--- config.mk ---
export PLATFORM = sky130hd
export DESIGN_NAME = compass_calibrate_and_heading_flat
export DESIGN_NICKNAME = d
export VERILOG_FILES = /design/src/hdl/comp_pkg.sv /design/src/hdl/comp_in_if.sv /design/src/hdl/comp_out_if.sv /design/src/hdl/comp_mul.sv /design/src/hdl/comp_div.sv /design/src/hdl/comp_cordic.sv /design/src/hdl/compass_calibrate_and_heading.sv /design/src/flat_wrapper.sv
export SDC_FILE = /design/constraint.sdc
export NUM_CORES = 2
export LEC_CHECK = 0
export ABC_AREA = 1
export BUFFER_PORTS_ARGS = -buffer_cell sky130_fd_sc_hd__buf_2
export CAP_MARGIN = 20
export CELL_PAD_IN_SITES_DETAIL_PLACEMENT = 1
export CELL_PAD_IN_SITES_GLOBAL_PLACEMENT = 1
export CORE_MARGIN = 1.5
export CORE_UTILIZATION = 40
export CTS_CLUSTER_SIZE = 14
export DETAILED_ROUTE_END_ITERATION = 10
export GPL_TIMING_DRIVEN = 1
export PLACE_DENSITY_LB_ADDON = 0.1
export SLEW_MARGIN = 0
export SYNTH_ARGS = -nofsm -noshare
export SYNTH_HDL_FRONTEND = slang
export SYNTH_SLANG_ARGS = --single-unit
--- constraint.sdc ---
create_clock -name i_clk -period 7.2 [get_ports i_clk]
set_input_delay 1.08 -clock i_clk [delete_from_list [all_inputs] [get_ports i_clk]]
set_output_delay 1.08 -clock i_clk [all_outputs]
set_load 0.02 [all_outputs]
--- src/hdl/comp_pkg.sv ---
// ----------------------------------------------------------------------------
// comp_pkg
// shared widths, mode codes and the arctangent table of the compass block
// ----------------------------------------------------------------------------
package comp_pkg;

    localparam int MAG_W    = 16;  // raw sample width
    localparam int SCALE_W  = 16;  // axis scale width
    localparam int OFFD_W   = 17;  // doubled offset width
    localparam int RANGE_W  = 16;  // positive axis range width
    localparam int SUM_W    = 18;  // sum of three ranges
    localparam int DEN_W    = 19;  // six times one range
    localparam int CAL_W    = 18;  // twice raw minus doubled offset
    localparam int PROD_W   = 34;  // calibrated value
    localparam int CORD_W   = 37;  // cordic vector with growth headroom
    localparam int ANG_W    = 32;  // binary angle
    localparam int HEAD_W   = 15;  // heading output
    localparam int ATAN_LEN = 24;
    localparam int STEP_W   = 5;   // index into the arctangent table
    localparam int MCNT_W   = 4;   // multiplier bit counter

    localparam logic [HEAD_W-1:0] HEADING_TURN = 15'd23040;
    localparam logic [ANG_W-1:0]  HALF_TURN    = 32'h8000_0000;
    localparam logic [SCALE_W-1:0] SCALE_TOP   = 16'hFFFF;

    typedef enum logic [1:0] {
        MODE_START   = 2'd0,
        MODE_SAMPLE  = 2'd1,
        MODE_FINISH  = 2'd2,
        MODE_HEADING = 2'd3
    } t_mode;

    typedef logic [ANG_W-1:0] t_atan_tab [ATAN_LEN];

    localparam t_atan_tab ATAN_TURNS = '{
        32'h20000000, 32'h12E4051E, 32'h09FB385B, 32'h051111D4,
        32'h028B0D43, 32'h0145D7E1, 32'h00A2F61E, 32'h00517C55,
        32'h0028BE53, 32'h00145F2F, 32'h000A2F98, 32'h000517CC,
        32'h00028BE6, 32'h000145F3, 32'h0000A2FA, 32'h0000517D,
        32'h000028BE, 32'h0000145F, 32'h00000A30, 32'h00000518,
        32'h0000028C, 32'h00000146, 32'h000000A3, 32'h00000051
    };

endpackage

--- src/hdl/comp_in_if.sv ---
// ----------------------------------------------------------------------------
// comp_in_if
// sample channel: mode, read status and three raw axis readings
// ----------------------------------------------------------------------------
interface comp_in_if
    import comp_pkg::*;
();
    logic                    valid;
    logic                    ready;
    logic [1:0]              mode;
    logic                    sample_ok;
    logic signed [MAG_W-1:0] mag_x;
    logic signed [MAG_W-1:0] mag_y;
    logic signed [MAG_W-1:0] mag_z;

    modport source (output valid, mode, sample_ok, mag_x, mag_y, mag_z, input ready);
    modport sink   (input valid, mode, sample_ok, mag_x, mag_y, mag_z, output ready);
endinterface

--- src/hdl/comp_out_if.sv ---
// ----------------------------------------------------------------------------
// comp_out_if
// result channel: heading and status flags
// ----------------------------------------------------------------------------
interface comp_out_if
    import comp_pkg::*;
();
    logic              valid;
    logic              ready;
    logic [HEAD_W-1:0] heading;
    logic              heading_valid;
    logic              scales_updated;

    modport source (output valid, heading, heading_valid, scales_updated, input ready);
    modport sink   (input valid, heading, heading_valid, scales_updated, output ready);
endinterface

--- src/hdl/comp_mul.sv ---
// ----------------------------------------------------------------------------
// comp_mul
// bit-serial shift-add multiplier, signed operand times unsigned scale
// ----------------------------------------------------------------------------
module comp_mul
    import comp_pkg::*;
(
    input  logic                     i_clk,
    input  logic                     i_rst_n,
    input  logic                     i_start,
    input  logic signed [CAL_W-1:0]  i_a,
    input  logic [SCALE_W-1:0]       i_b,
    output logic                     o_done,
    output logic signed [PROD_W-1:0] o_p
);
    logic [PROD_W-1:0]  r_acc;
    logic [PROD_W-1:0]  r_a;
    logic [SCALE_W-1:0] r_b;
    logic [MCNT_W-1:0]  r_cnt;
    logic               r_busy;
    logic               r_done;

    always_ff @(posedge i_clk) begin
        if (!i_rst_n) begin
            r_busy <= 1'b0;
            r_done <= 1'b0;
        end else begin
            r_done <= 1'b0;
            if (i_start) begin
                r_acc  <= '0;
                r_a    <= {{(PROD_W-CAL_W){i_a[CAL_W-1]}}, i_a};
                r_b    <= i_b;
                r_cnt  <= '0;
                r_busy <= 1'b1;
            end else if (r_busy) begin
                // one scale bit per cycle, lsb first
                if (r_b[0]) begin
                    r_acc <= r_acc + r_a;
                end
                r_a   <= r_a << 1;
                r_b   <= r_b >> 1;
                r_cnt <= r_cnt + 1'b1;
                if (r_cnt == MCNT_W'(SCALE_W-1)) begin
                    r_busy <= 1'b0;
                    r_done <= 1'b1;
                end
            end
        end
    end

    assign o_done = r_done;
    assign o_p    = signed'(r_acc);
endmodule

--- src/hdl/comp_div.sv ---
// ----------------------------------------------------------------------------
// comp_div
// restoring divider, one quotient bit per cycle
// ----------------------------------------------------------------------------
module comp_div
    import comp_pkg::*;
#(
    parameter int NUM_W = 32
) (
    input  logic             i_clk,
    input  logic             i_rst_n,
    input  logic             i_start,
    input  logic [NUM_W-1:0] i_num,
    input  logic [DEN_W-1:0] i_den,
    output logic             o_done,
    output logic [NUM_W-1:0] o_quo
);
    localparam int CNT_W = $clog2(NUM_W + 1);

    logic [NUM_W-1:0] r_q;
    logic [DEN_W-1:0] r_rem;
    logic [DEN_W-1:0] r_den;
    logic [CNT_W-1:0] r_cnt;
    logic             r_busy;
    logic             r_done;
    logic [DEN_W:0]   w_trial;
    logic             w_ge;

    assign w_trial = {r_rem, r_q[NUM_W-1]};
    assign w_ge    = (w_trial >= {1'b0, r_den});

    always_ff @(posedge i_clk) begin
        if (!i_rst_n) begin
            r_busy <= 1'b0;
            r_done <= 1'b0;
        end else begin
            r_done <= 1'b0;
            if (i_start) begin
                r_q    <= i_num;
                r_rem  <= '0;
                r_den  <= i_den;
                r_cnt  <= '0;
                r_busy <= 1'b1;
            end else if (r_busy) begin
                // dividend bits shift out the top while quotient bits shift in
                if (w_ge) begin
                    r_rem <= DEN_W'(w_trial - {1'b0, r_den});
                end else begin
                    r_rem <= w_trial[DEN_W-1:0];
                end
                r_q   <= {r_q[NUM_W-2:0], w_ge};
                r_cnt <= r_cnt + 1'b1;
                if (r_cnt == CNT_W'(NUM_W-1)) begin
                    r_busy <= 1'b0;
                    r_done <= 1'b1;
                end
            end
        end
    end

    assign o_done = r_done;
    assign o_quo  = r_q;
endmodule

--- src/hdl/comp_cordic.sv ---
// ----------------------------------------------------------------------------
// comp_cordic
// vectoring cordic, one micro-rotation per cycle, then angle to heading
// ----------------------------------------------------------------------------
module comp_cordic
    import comp_pkg::*;
#(
    parameter int STEPS = 16
) (
    input  logic                     i_clk,
    input  logic                     i_rst_n,
    input  logic                     i_start,
    input  logic signed [PROD_W-1:0] i_x,
    input  logic signed [PROD_W-1:0] i_y,
    output logic                     o_done,
    output logic [HEAD_W-1:0]        o_heading
);
    logic signed [CORD_W-1:0] r_x;
    logic signed [CORD_W-1:0] r_y;
    logic [ANG_W-1:0]         r_z;
    logic [STEP_W-1:0]        r_i;
    logic                     r_run;
    logic                     r_fin;
    logic                     r_done;
    logic [HEAD_W-1:0]        r_heading;
    logic signed [CORD_W-1:0] w_xe;
    logic signed [CORD_W-1:0] w_ye;
    logic signed [CORD_W-1:0] w_xs;
    logic signed [CORD_W-1:0] w_ys;
    logic [47:0]              w_prod;
    logic [15:0]              w_h;

    assign w_xe   = CORD_W'(i_x);
    assign w_ye   = CORD_W'(i_y);
    assign w_xs   = r_x >>> r_i;
    assign w_ys   = r_y >>> r_i;
    assign w_prod = 48'(r_z) * 48'(HEADING_TURN) + 48'(HALF_TURN);
    assign w_h    = w_prod[47:32];

    always_ff @(posedge i_clk) begin
        if (!i_rst_n) begin
            r_run  <= 1'b0;
            r_fin  <= 1'b0;
            r_done <= 1'b0;
        end else begin
            r_done <= 1'b0;
            if (i_start) begin
                r_i <= '0;
                if (i_x == '0 && i_y == '0) begin
                    r_z   <= '0;
                    r_fin <= 1'b1;
                end else begin
                    // left half plane: rotate by half a turn first
                    if (i_x < 0) begin
                        r_x <= -w_xe;
                        r_y <= -w_ye;
                        r_z <= HALF_TURN;
                    end else begin
                        r_x <= w_xe;
                        r_y <= w_ye;
                        r_z <= '0;
                    end
                    r_run <= 1'b1;
                end
            end else if (r_run) begin
                if (r_y >= 0) begin
                    r_x <= r_x + w_ys;
                    r_y <= r_y - w_xs;
                    r_z <= r_z + ATAN_TURNS[r_i];
                end else begin
                    r_x <= r_x - w_ys;
                    r_y <= r_y + w_xs;
                    r_z <= r_z - ATAN_TURNS[r_i];
                end
                r_i <= r_i + 1'b1;
                if (r_i == STEP_W'(STEPS-1)) begin
                    r_run <= 1'b0;
                    r_fin <= 1'b1;
                end
            end else if (r_fin) begin
                // round to nearest 1/64 degree, full turn wraps to zero
                r_heading <= (w_h >= 16'(HEADING_TURN)) ? '0 : w_h[HEAD_W-1:0];
                r_fin     <= 1'b0;
                r_done    <= 1'b1;
            end
        end
    end

    assign o_done    = r_done;
    assign o_heading = r_heading;
endmodule

--- src/hdl/compass_calibrate_and_heading.sv ---
// ----------------------------------------------------------------------------
// compass_calibrate_and_heading
// min/max magnetometer calibration and cordic heading
// ----------------------------------------------------------------------------
// One transaction at a time. Start, sample and bad heading samples go
// from accept straight to the result handoff. Finish with all ranges
// positive runs the serial divider once per axis, otherwise it goes
// straight to the handoff. A good heading sample runs the serial
// multiplier, CORDIC_STEPS micro-rotations and the rounding step. The
// result sits in an output register, so a new sample is taken while the
// previous result waits.
module compass_calibrate_and_heading
    import comp_pkg::*;
#(
    parameter int CORDIC_STEPS    = 16,
    parameter int SCALE_FRAC_BITS = 12
) (
    input  logic       i_clk,
    input  logic       i_rst_n,
    comp_in_if.sink    i_in,
    comp_out_if.source o_out
);
    localparam int NUM_W = SUM_W + SCALE_FRAC_BITS + 2;
    localparam logic [SCALE_W-1:0] SCALE_ONE = SCALE_W'(1) << SCALE_FRAC_BITS;

    typedef enum logic [4:0] {
        S_IDLE = 5'b00001,
        S_DIV  = 5'b00010,
        S_MUL  = 5'b00100,
        S_CORD = 5'b01000,
        S_DONE = 5'b10000
    } t_state;

    t_state r_state;

    logic signed [MAG_W-1:0]  r_min   [3];
    logic signed [MAG_W-1:0]  r_max   [3];
    logic signed [OFFD_W-1:0] r_offd  [3];
    logic [SCALE_W-1:0]       r_scale [3];
    logic [RANGE_W-1:0]       r_d     [3];
    logic [1:0]               r_ax;
    logic signed [MAG_W-1:0]  r_mx;
    logic signed [MAG_W-1:0]  r_my;
    logic                     r_div_go;
    logic                     r_mul_go;
    logic [HEAD_W-1:0]        r_p_heading;
    logic                     r_p_hv;
    logic                     r_p_su;
    logic                     r_out_valid;
    logic [HEAD_W-1:0]        r_heading;
    logic                     r_hv;
    logic                     r_su;

    logic signed [OFFD_W-1:0] w_diff [3];
    logic                     w_allpos;
    logic                     w_accept;
    logic signed [MAG_W-1:0]  w_m [3];
    logic [SUM_W-1:0]         w_sum;
    logic [SUM_W-1:0]         w_d3;
    logic [NUM_W-1:0]         w_num;
    logic [DEN_W-1:0]         w_den;
    logic                     w_div_done;
    logic [NUM_W-1:0]         w_quo;
    logic [SCALE_W-1:0]       w_scale_new;
    logic signed [CAL_W-1:0]  w_cal_x;
    logic signed [CAL_W-1:0]  w_cal_y;
    logic                     w_mul_done;
    logic                     w_mul_done_y;
    logic signed [PROD_W-1:0] w_px;
    logic signed [PROD_W-1:0] w_py;
    logic                     w_cord_start;
    logic                     w_cord_done;
    logic [HEAD_W-1:0]        w_cord_heading;

    assign w_accept = i_in.valid && i_in.ready;
    assign w_m[0]   = i_in.mag_x;
    assign w_m[1]   = i_in.mag_y;
    assign w_m[2]   = i_in.mag_z;

    always_comb begin
        w_allpos = 1'b1;
        for (int k = 0; k < 3; k++) begin
            w_diff[k] = {r_max[k][MAG_W-1], r_max[k]} - {r_min[k][MAG_W-1], r_min[k]};
            if (w_diff[k][OFFD_W-1] || w_diff[k] == '0) begin
                w_allpos = 1'b0;
            end
        end
    end

    // scale = round(sum * 2^f / (3 d)) as floor((2 sum 2^f + 3d) / 6d)
    assign w_sum = SUM_W'(r_d[0]) + SUM_W'(r_d[1]) + SUM_W'(r_d[2]);
    assign w_d3  = SUM_W'(r_d[r_ax]) + (SUM_W'(r_d[r_ax]) << 1);
    assign w_num = (NUM_W'(w_sum) << (SCALE_FRAC_BITS + 1)) + NUM_W'(w_d3);
    assign w_den = DEN_W'(w_d3) << 1;

    assign w_scale_new = (|w_quo[NUM_W-1:SCALE_W]) ? SCALE_TOP : w_quo[SCALE_W-1:0];

    assign w_cal_x = {r_mx[MAG_W-1], r_mx, 1'b0} - {r_offd[0][OFFD_W-1], r_offd[0]};
    assign w_cal_y = {r_my[MAG_W-1], r_my, 1'b0} - {r_offd[1][OFFD_W-1], r_offd[1]};

    assign w_cord_start = w_mul_done && (r_state == S_MUL);

    comp_div #(
        .NUM_W (NUM_W)
    ) u_div (
        .i_clk   (i_clk),
        .i_rst_n (i_rst_n),
        .i_start (r_div_go),
        .i_num   (w_num),
        .i_den   (w_den),
        .o_done  (w_div_done),
        .o_quo   (w_quo)
    );

    comp_mul u_mul_x (
        .i_clk   (i_clk),
        .i_rst_n (i_rst_n),
        .i_start (r_mul_go),
        .i_a     (w_cal_x),
        .i_b     (r_scale[0]),
        .o_done  (w_mul_done),
        .o_p     (w_px)
    );

    comp_mul u_mul_y (
        .i_clk   (i_clk),
        .i_rst_n (i_rst_n),
        .i_start (r_mul_go),
        .i_a     (w_cal_y),
        .i_b     (r_scale[1]),
        .o_done  (w_mul_done_y),
        .o_p     (w_py)
    );

    comp_cordic #(
        .STEPS (CORDIC_STEPS)
    ) u_cordic (
        .i_clk     (i_clk),
        .i_rst_n   (i_rst_n),
        .i_start   (w_cord_start),
        .i_x       (w_px),
        .i_y       (w_py),
        .o_done    (w_cord_done),
        .o_heading (w_cord_heading)
    );

    always_ff @(posedge i_clk) begin
        if (!i_rst_n) begin
            r_state     <= S_IDLE;
            r_out_valid <= 1'b0;
            r_div_go    <= 1'b0;
            r_mul_go    <= 1'b0;
            for (int k = 0; k < 3; k++) begin
                r_min[k]   <= 16'sh7FFF;
                r_max[k]   <= 16'sh8000;
                r_offd[k]  <= '0;
                r_scale[k] <= SCALE_ONE;
            end
        end else begin
            r_div_go <= 1'b0;
            r_mul_go <= 1'b0;
            if (o_out.ready) begin
                r_out_valid <= 1'b0;
            end
            case (r_state)
                S_IDLE: begin
                    if (w_accept) begin
                        r_mx        <= i_in.mag_x;
                        r_my        <= i_in.mag_y;
                        r_p_heading <= '0;
                        r_p_hv      <= 1'b0;
                        r_p_su      <= 1'b0;
                        r_state     <= S_DONE;
                        case (t_mode'(i_in.mode))
                            MODE_START: begin
                                for (int k = 0; k < 3; k++) begin
                                    r_min[k] <= 16'sh7FFF;
                                    r_max[k] <= 16'sh8000;
                                end
                            end
                            MODE_SAMPLE: begin
                                if (i_in.sample_ok) begin
                                    for (int k = 0; k < 3; k++) begin
                                        if (w_m[k] < r_min[k]) begin
                                            r_min[k] <= w_m[k];
                                        end
                                        if (w_m[k] > r_max[k]) begin
                                            r_max[k] <= w_m[k];
                                        end
                                    end
                                end
                            end
                            MODE_FINISH: begin
                                for (int k = 0; k < 3; k++) begin
                                    r_offd[k] <= {r_max[k][MAG_W-1], r_max[k]}
                                               + {r_min[k][MAG_W-1], r_min[k]};
                                    r_d[k]    <= w_diff[k][RANGE_W-1:0];
                                end
                                if (w_allpos) begin
                                    r_ax     <= 2'd0;
                                    r_div_go <= 1'b1;
                                    r_state  <= S_DIV;
                                end
                            end
                            MODE_HEADING: begin
                                if (i_in.sample_ok) begin
                                    r_mul_go <= 1'b1;
                                    r_state  <= S_MUL;
                                end
                            end
                            default: begin
                                r_state <= S_DONE;
                            end
                        endcase
                    end
                end
                S_DIV: begin
                    if (w_div_done) begin
                        r_scale[r_ax] <= w_scale_new;
                        if (r_ax == 2'd2) begin
                            r_p_su  <= 1'b1;
                            r_state <= S_DONE;
                        end else begin
                            r_ax     <= r_ax + 1'b1;
                            r_div_go <= 1'b1;
                        end
                    end
                end
                S_MUL: begin
                    if (w_mul_done) begin
                        r_state <= S_CORD;
                    end
                end
                S_CORD: begin
                    if (w_cord_done) begin
                        r_p_heading <= w_cord_heading;
                        r_p_hv      <= 1'b1;
                        r_state     <= S_DONE;
                    end
                end
                S_DONE: begin
                    // hand over once the output register is free
                    if (!r_out_valid || o_out.ready) begin
                        r_out_valid <= 1'b1;
                        r_heading   <= r_p_heading;
                        r_hv        <= r_p_hv;
                        r_su        <= r_p_su;
                        r_state     <= S_IDLE;
                    end
                end
                default: begin
                    r_state <= S_IDLE;
                end
            endcase
        end
    end

    assign i_in.ready           = (r_state == S_IDLE);
    assign o_out.valid          = r_out_valid;
    assign o_out.heading        = r_heading;
    assign o_out.heading_valid  = r_hv;
    assign o_out.scales_updated = r_su;

    a_flags_exclusive: assert property (@(posedge i_clk) disable iff (!i_rst_n)
        o_out.valid |-> !(o_out.heading_valid && o_out.scales_updated))
        else $error("heading and scale flags both set");

    a_heading_range: assert property (@(posedge i_clk) disable iff (!i_rst_n)
        o_out.valid |-> (o_out.heading < HEADING_TURN)
                        && (o_out.heading_valid || o_out.heading == '0))
        else $error("heading out of range or set while invalid");

    a_busy_after_accept: assert property (@(posedge i_clk) disable iff (!i_rst_n)
        w_accept |=> !i_in.ready)
        else $error("second transaction taken while busy");

    a_div_in_state: assert property (@(posedge i_clk) disable iff (!i_rst_n)
        w_div_done |-> (r_state == S_DIV))
        else $error("divider finished outside finish sequence");

    a_mul_lockstep: assert property (@(posedge i_clk) disable iff (!i_rst_n)
        w_mul_done == w_mul_done_y)
        else $error("axis multipliers out of step");
endmodule

--- src/flat_wrapper.sv ---
// flat-port wrapper written by rule: the top's interface ports become plain ports
module compass_calibrate_and_heading_flat import comp_pkg::*;
#(
    parameter int CORDIC_STEPS    = 16,
    parameter int SCALE_FRAC_BITS = 12
)
  (i_clk, i_rst_n, i_in_valid, i_in_mode, i_in_sample_ok, i_in_mag_x, i_in_mag_y, i_in_mag_z, i_in_ready, o_out_valid, o_out_heading, o_out_heading_valid, o_out_scales_updated, o_out_ready);
  comp_in_if i_in_i ();
  comp_out_if o_out_i ();
  input  logic i_clk;
  input  logic i_rst_n;
  input wire logic [$bits(i_in_i.valid)-1:0] i_in_valid;
  input wire logic [$bits(i_in_i.mode)-1:0] i_in_mode;
  input wire logic [$bits(i_in_i.sample_ok)-1:0] i_in_sample_ok;
  input wire logic [$bits(i_in_i.mag_x)-1:0] i_in_mag_x;
  input wire logic [$bits(i_in_i.mag_y)-1:0] i_in_mag_y;
  input wire logic [$bits(i_in_i.mag_z)-1:0] i_in_mag_z;
  output wire logic [$bits(i_in_i.ready)-1:0] i_in_ready;
  output wire logic [$bits(o_out_i.valid)-1:0] o_out_valid;
  output wire logic [$bits(o_out_i.heading)-1:0] o_out_heading;
  output wire logic [$bits(o_out_i.heading_valid)-1:0] o_out_heading_valid;
  output wire logic [$bits(o_out_i.scales_updated)-1:0] o_out_scales_updated;
  input wire logic [$bits(o_out_i.ready)-1:0] o_out_ready;
  assign i_in_i.valid = i_in_valid;
  assign i_in_i.mode = i_in_mode;
  assign i_in_i.sample_ok = i_in_sample_ok;
  assign i_in_i.mag_x = i_in_mag_x;
  assign i_in_i.mag_y = i_in_mag_y;
  assign i_in_i.mag_z = i_in_mag_z;
  assign i_in_ready = i_in_i.ready;
  assign o_out_valid = o_out_i.valid;
  assign o_out_heading = o_out_i.heading;
  assign o_out_heading_valid = o_out_i.heading_valid;
  assign o_out_scales_updated = o_out_i.scales_updated;
  assign o_out_i.ready = o_out_ready;
  compass_calibrate_and_heading #(.CORDIC_STEPS(CORDIC_STEPS), .SCALE_FRAC_BITS(SCALE_FRAC_BITS)) u_core (.i_clk(i_clk), .i_rst_n(i_rst_n), .i_in(i_in_i), .o_out(o_out_i));
endmodule
---- Word-level counts from Yosys, hierarchy flattened ----
Memory sizes are Yosys's and may differ from the RTL's. A register that Yosys moved wholly into a read port is not among the register bits.
Cells that the tools add are included.
word-level totals
  memories kept ........................... 6
  output and inout bits ................... 19
  bits in read-only memories .............. 1,024
  bits in registers ....................... 461
  input bits .............................. 55
  bits in writable memories ............... 243
  logic and storage cells ................. 349
cells by class
  multiply operators ...................... 1
  multiplexer cells ....................... 172
  eq/ne operators ......................... 25
  magnitude comparators ................... 11
  bitwise gates (word level) .............. 21
  add/sub/neg operators ................... 29
  shift operators ......................... 2
  reductions and logical operators ........ 44
memory list
  memory           depth  bits a word  rd ports  clocked after memory_dff  wr ports  RTL line                             RTL
  (no name shown)  32     32           1         0                         0         comp_cordic.sv:73                    r_z <= r_z - ATAN_TURNS[r_i];
  u_core.r_offd    3      17           2         0                         3         compass_calibrate_and_heading.sv:38  logic signed [OFFD_W-1:0] r_offd [3];
  u_core.r_d       3      16           4         1                         3         compass_calibrate_and_heading.sv:40  logic [RANGE_W-1:0] r_d [3];
  u_core.r_max     3      16           3         0                         3         compass_calibrate_and_heading.sv:37  logic signed [MAG_W-1:0] r_max [3];
  u_core.r_min     3      16           3         0                         3         compass_calibrate_and_heading.sv:36  logic signed [MAG_W-1:0] r_min [3];
  u_core.r_scale   3      16           2         0                         3         compass_calibrate_and_heading.sv:39  logic [SCALE_W-1:0] r_scale [3];
operators with widths
  cell                                                                    number
  37-bit 2-to-1 mux                                                       10
  16-bit 2-to-1 mux                                                       18
  32-bit 2-to-1 mux                                                       9
  34-bit 2-to-1 mux                                                       8
  1-bit 2-to-1 mux                                                        94
  37-bit adder                                                            2
  34-bit negator with 37-bit output                                       2
  37-bit by 5-bit >>> shifter with 37-bit output                          2
  37-bit subtractor                                                       2
  16-bit by 16-bit adder with 17-bit output                               4
  34-bit adder                                                            2
  34-bit zero test                                                        2
  17-bit zero test                                                        3
  17-bit 2-to-1 mux                                                       3
  16-bit by 16-bit subtractor with 17-bit output                          3
  47-bit by 32-bit adder with 48-bit output, second input constant        1
  16-bit > comparator                                                     3
  16-bit < comparator                                                     3
  5-bit 2-to-1 mux                                                        9
  32-bit by 6-bit multiplier with 38-bit output, second input constant    1
  19-bit 2-to-1 mux                                                       2
  37-bit by 1-bit >= comparator with 1-bit output, second input constant  1
  17-bit by 17-bit subtractor with 18-bit output                          2
  34-bit by 1-bit < comparator with 1-bit output, second input constant   1
  50 further kinds                                                        118

---- Depth between registers and ports, before layout ----
An unclocked memory read counts as a cell.
  word-level depth ........................ 12
  gate-level depth with buffers ........... 39
  mapped depth without buffers ............ 37

---- Modules after synthesis ----
From an unflattened synthesis, not the netlist that was laid out.
second synthesis, totals
  cells, all modules ...................... 8,789
  area total of the unflattened synthesis .. 61,890.6 µm²
by module, submodules not included
  module                         area each (µm²)  sequential area each (µm²)  instances  cells an instance
  comp_cordic                    24,332.1         3,843.7                     1          4,120
  compass_calibrate_and_heading  21,404.3         8,548.2                     1          2,604
  comp_mul                       5,785.5          2,682.6                     2          756
  comp_div                       4,583.1          2,322.2                     1          553

---- Worst setup path before layout ----
Ideal clock, no wire load.
  path type ............................... in2reg
  from .................................... in i_rst_n
  to ...................................... reg u_core.u_cordic.r_x[0], enable pin
  stages .................................. 3
  arrival time ............................ 6.387 ns
  path buffers ............................ 1
  setup time .............................. 0.597 ns
  data required time ...................... 6.603 ns
  setup slack ............................. 0.216 ns
  cells stage by stage .................... inv_1 -> clkbuf_1 -> nor3_1
between the ends
  word-level cells in the longest chain between the ends .. 1
RTL lines
  what                                  RTL line            RTL
  start, declared                       flat_wrapper.sv:11  input logic i_rst_n;
  3-bit AND reduction (no source line)  -
  end signal, assigned                  comp_cordic.sv:55   r_x <= -w_xe;
  end signal, assigned                  comp_cordic.sv:59   r_x <= w_xe;
  end signal, assigned                  comp_cordic.sv:67   r_x <= r_x + w_ys;
  end, declared                         comp_cordic.sv:18   logic signed [CORD_W-1:0] r_x;
No other way between the ends.
A chain may end at the register's enable or synchronous reset.

---- Worst setup path in the final report ----
  from .................................... reg u_core.u_cordic.r_i[2]
  to ...................................... reg u_core.u_cordic.r_y[36], data pin
between the ends
  word-level cells in the longest chain between the ends .. 5
  elaborated cells on any way between the ends .. 6
  those cells by class .................... 2 x add/sub; 1 x shift; 3 x mux
RTL lines
  what                                               RTL line                              RTL
  start, declared                                    comp_cordic.sv:21                     logic [STEP_W-1:0] r_i;
  start signal, assigned                             comp_cordic.sv:75                     r_i <= r_i + 1'b1;
  37-bit by 5-bit >>> shifter with 37-bit output *   comp_cordic.sv:35                     assign w_xs = r_x >>> r_i;
  37-bit adder or 37-bit subtractor (tied branches)  comp_cordic.sv:72, comp_cordic.sv:68
  37-bit 2-to-1 mux *                                comp_cordic.sv:66                     if (r_y >= 0) begin
  37-bit 2-to-1 mux *                                comp_cordic.sv:65                     end else if (r_run) begin
  37-bit 2-to-1 mux *                                comp_cordic.sv:47                     if (i_start) begin
  end signal, assigned                               comp_cordic.sv:56                     r_y <= -w_ye;
  end signal, assigned                               comp_cordic.sv:68                     r_y <= r_y - w_xs;
  end signal, assigned                               comp_cordic.sv:72                     r_y <= r_y + w_xs;
  end, declared                                      comp_cordic.sv:19                     logic signed [CORD_W-1:0] r_y;
Every way passes the cells marked *; elsewhere a longest branch is shown, timed or not. The select of a mux whose other input is x is not followed.

==> run_results.csv <==
group,metric,value,unit
timing,post-route-period-util,0.914,
floorplan,ios,74,
detailed_routing,dr.pass1.iters,5,
layout,design_area,65300,sq um
detailed_routing,viasPerCell,5.31,
setup_path,cp.arrival,7010,ps
detailed_routing,wl_per_cell,19.4,um
timing,tns,0,ps
power,power_frac_comb,0.136,
clocking,clk_latency,700,ps
clocking,cts_hold_buf,0,
synth,yosysTopAreaCellShare,0.327,
power,p_sw_frac,0.281,
timing,maxSlewHeadroom,0.296,
power,p_leak,31.3,nW
clocking,cts_buffers,85,
setup_path,cp-end-kind,"register",
global_route,grt_pass1_wl,319,mm
clocking,cts_sinks,673,
clocking,htree_levels,3,
setup_path,r2r_cells,27,
global_route,grt_start_max_net_pins,92,
layout,filler_cell_count,18800,
timing,rsz0062_at_grt,"no",
power,p_sw,2.85,mW
clocking,cts.clk_slew.worst_paths,60,ps
setup_path,required,7630,ps
placement,post-place-ws,685,ps
timing,slew_viol_final,0,
layout,drive_gt1_frac,0.0492,
setup_path,cp-start-kind,"register",
detailed_routing,drt_iter0_markers,2917,
layout,diodes,0,
floorplan,die_y,391,um
hold_path,hold-path-cell-count,0,
synth,ys_ff_latch,673,
timing,setup_ws,622,ps
power,power.internal,7.27,mW
synth,synth_ff_type,"edfxtp_1",
floorplan,dieArea,153000,sq um
timing,finalCriticalPeriod,6580,ps
synth,synth_most_common_cell,"nand2_1",
power,power.density,155,nW/um^2
run,cap_violations,0,
layout,nets,8927,
synth,synth_top_cells_by_count,"nand2_1 (2164), inv_1 (1251), nor2_1 (681), edfxtp_1 (655), a21oi_1 (645)",
setup_path,ff2ff_setup_slack,620,ps
layout,finish.utilization,0.437,
placement,io_buffer_count,73,
detailed_routing,antenna_left,0,
hold_path,hp-class,"register to register",
power,p_clk_frac,0.417,
synth,synthCells,8247,
placement,dp_hpwl,162,mm
synth,async_reset_ff_frac,0,
synth,synth.avg_cell_area,7.29,sq um
synth,synth_top_cell_by_area,"edfxtp_1",
timing,tightestPinTransition,1050,ps
placement,place_area,62600,sq um
setup_path,crit_type,"register to register",
floorplan,rows,142,
placement,place_congestion,0.938,
synth,synthTopCellsByArea,"edfxtp_1 (33%), nand2_1 (14%), ha_1 (12%)",
synth,synth_edf_count,655,
floorplan,fp.dieW,391,um
global_route,grt_overflow,0,
setup_path,r2r-end,"u_core.u_cordic.r_y[36]",
synth,ys_types,72,
clocking,cts_resized,0,
clocking,cts_buffer_depth,3,
detailed_routing,vias,55000,
timing,finalHoldViolCount,0,
setup_path,crit_fanout,22,
global_route,grt_pass1_vias,57000,
outcome,status,"finished, final reports clean",
synth,ys_warn_count,0,
synth,syn-num-nets,8916,
synth,seq_area_frac_synth,0.333,
global_route,grt_use_total,0.263,
clocking,root_buffer,"clkbuf_16",
setup_path,worstReg2RegStart,"u_core.u_cordic.r_i[2]",
floorplan,start_util,0.402,
timing,setup_viol,0,
timing,worst_clock_skew,29.9,ps
floorplan,core_area,149000,sq um
clocking,postCtsSetupBuffers,0,
power,seqPwrFrac,0.448,
synth,syn-cell-area,60100,sq um
hold_path,holdPathEnd,"u_core.o_out.heading[13]",
timing,max_freq,152,MHz
clocking,cts_tree,"done",
detailed_routing,drc,0,
layout,area_growth,8.64,%
global_route,grt_antenna_before_repair,0,
power,ir_drop,0.169,mV
hold_path,hold_start,"u_core.r_p_heading[13]",
detailed_routing,wirelength,200,mm
==> kinds of logic after synthesis <==
group	after synthesis	share of synthesized area
xor gates and xnor gates	258	0.0376
muxes	8	0.00133
AOI/OAI and AO/OA	1565	0.146
adders and majority gates	614	0.135
DFF	673	0.333
and+or+nand+nor	3655	0.253
buffers and inverters	1474	0.0950
==> registers in the layout, summed over array words and instances, names as in the netlist, 16 cells and up, named ones only <==
signal,count
u_core.u_div.r_rem,19
u_core.u_cordic.r_y,37
u_core.u_div.r_den,18
u_core.u_mul_y.o_p,34
u_core.u_mul_x.r_a,34
u_core.r_min,48
u_core.r_mx,16
u_core.u_mul_y.r_a,34
u_core.r_offd,34
u_core.u_mul_y.r_b,16
u_core.r_max,48
u_core.r_d,48
u_core.u_mul_x.o_p,34
u_core.u_cordic.r_z,32
u_core.u_div.o_quo,32
u_core.u_cordic.r_x,37
u_core.u_mul_x.r_b,16
u_core.r_my,16
u_core.r_scale,32
==> cells in the final DEF, fill, tap and decap left out, types with 93 or more instances in the layout <==
cell,count
nor3_1,93
a21oi_1,645
inv_1,1248
nor2_1,674
edfxtp_1,655
o21ai_0,477
xor2_1,178
nand2_1,2161
ha_1,560
nand3_1,439
==> critical path, cell delays in order, from the launching register on <==
cell,delay [ps]
edfxtp_1,980
inv_2,130
nand2_1,240
inv_1,250
nand2_1,130
o221ai_1,120
a22oi_1,180
nand2_1,210
inv_1,190
ha_1,210
nand3_1,100
nor2_2,220
nand3_2,180
nor2_4,220
nand2_1,100
o21ai_1,160
xor2_1,90
ha_1,400
nand2_1,100
nor2_1,160
inv_1,80
nor4_1,750
o21ai_0,390
nand3_1,310
a21o_1,170
nand3_1,70
nand3_1,90
nand2_1,60
==> layout make-up <==
type | count | area [sq um] | area share
well taps | 2016 | 2520 | 0.0386
clock inverters | 54 | 453 | 0.00694
inverters | 1268 | 4760 | 0.0730
clock buffers | 101 | 2230 | 0.0341
repair buffers | 130 | 843 | 0.0129
flip-flops and latches | 673 | 20000 | 0.307
multi-input cells | 6100 | 34400 | 0.528
==> per-stage QoR <==
| stage | hold WS, ps | power [mW] | cells |
|---|---|---|---|
| 6_report | 420 | 10.1 | 10300 |
| 3_5_place_dp | 406 | 5.99 | 10200 |
| 3_3_place_gp | 401 | 5.94 | 10200 |
| 4_1_cts | 420 | 10.3 | 10300 |
| 5_1_grt | 428 | 10.6 | 10300 |
| 2_1_floorplan | 400 | 5.54 | 8247 |
==> per-layer routing <==
metal	global-route usage	routed length (um)
met4	0.0714	5200
met1	0.356	94800
met2	0.447	94200
met5	0	0
met3	0.0225	6290
==> power groups by stage <==
stage | combinational, mW | sequential [mW] | clock, mW
finish | 1.37 | 4.53 | 4.22
global route | 1.57 | 4.54 | 4.46
floorplan | 0.961 | 4.58 | 0
global placement | 1.33 | 4.61 | 0
detailed placement | 1.38 | 4.61 | 0
CTS | 1.39 | 4.53 | 4.33
==> how the worst max path moves through the flow <==
| stage | startpoint | endpoint | slack (ps) | cells past startpoint |
|---|---|---|---|---|
| after floorplan | i_rst_n | u_core.u_cordic.r_x[0] | 220 | 3 |
| after global placement | u_core.u_cordic.r_i[2] | u_core.u_cordic.r_y[36] | 810 | 27 |
| after detailed placement | u_core.u_cordic.r_i[2] | u_core.u_cordic.r_y[36] | 680 | 27 |
| after CTS | u_core.u_cordic.r_i[2] | u_core.u_cordic.r_y[36] | 640 | 27 |
| after global routing | u_core.u_cordic.r_i[2] | u_core.u_cordic.r_y[36] | 140 | 27 |
| final | u_core.u_cordic.r_i[2] | u_core.u_cordic.r_y[36] | 620 | 27 |
(Power assumes the default switching activity.)
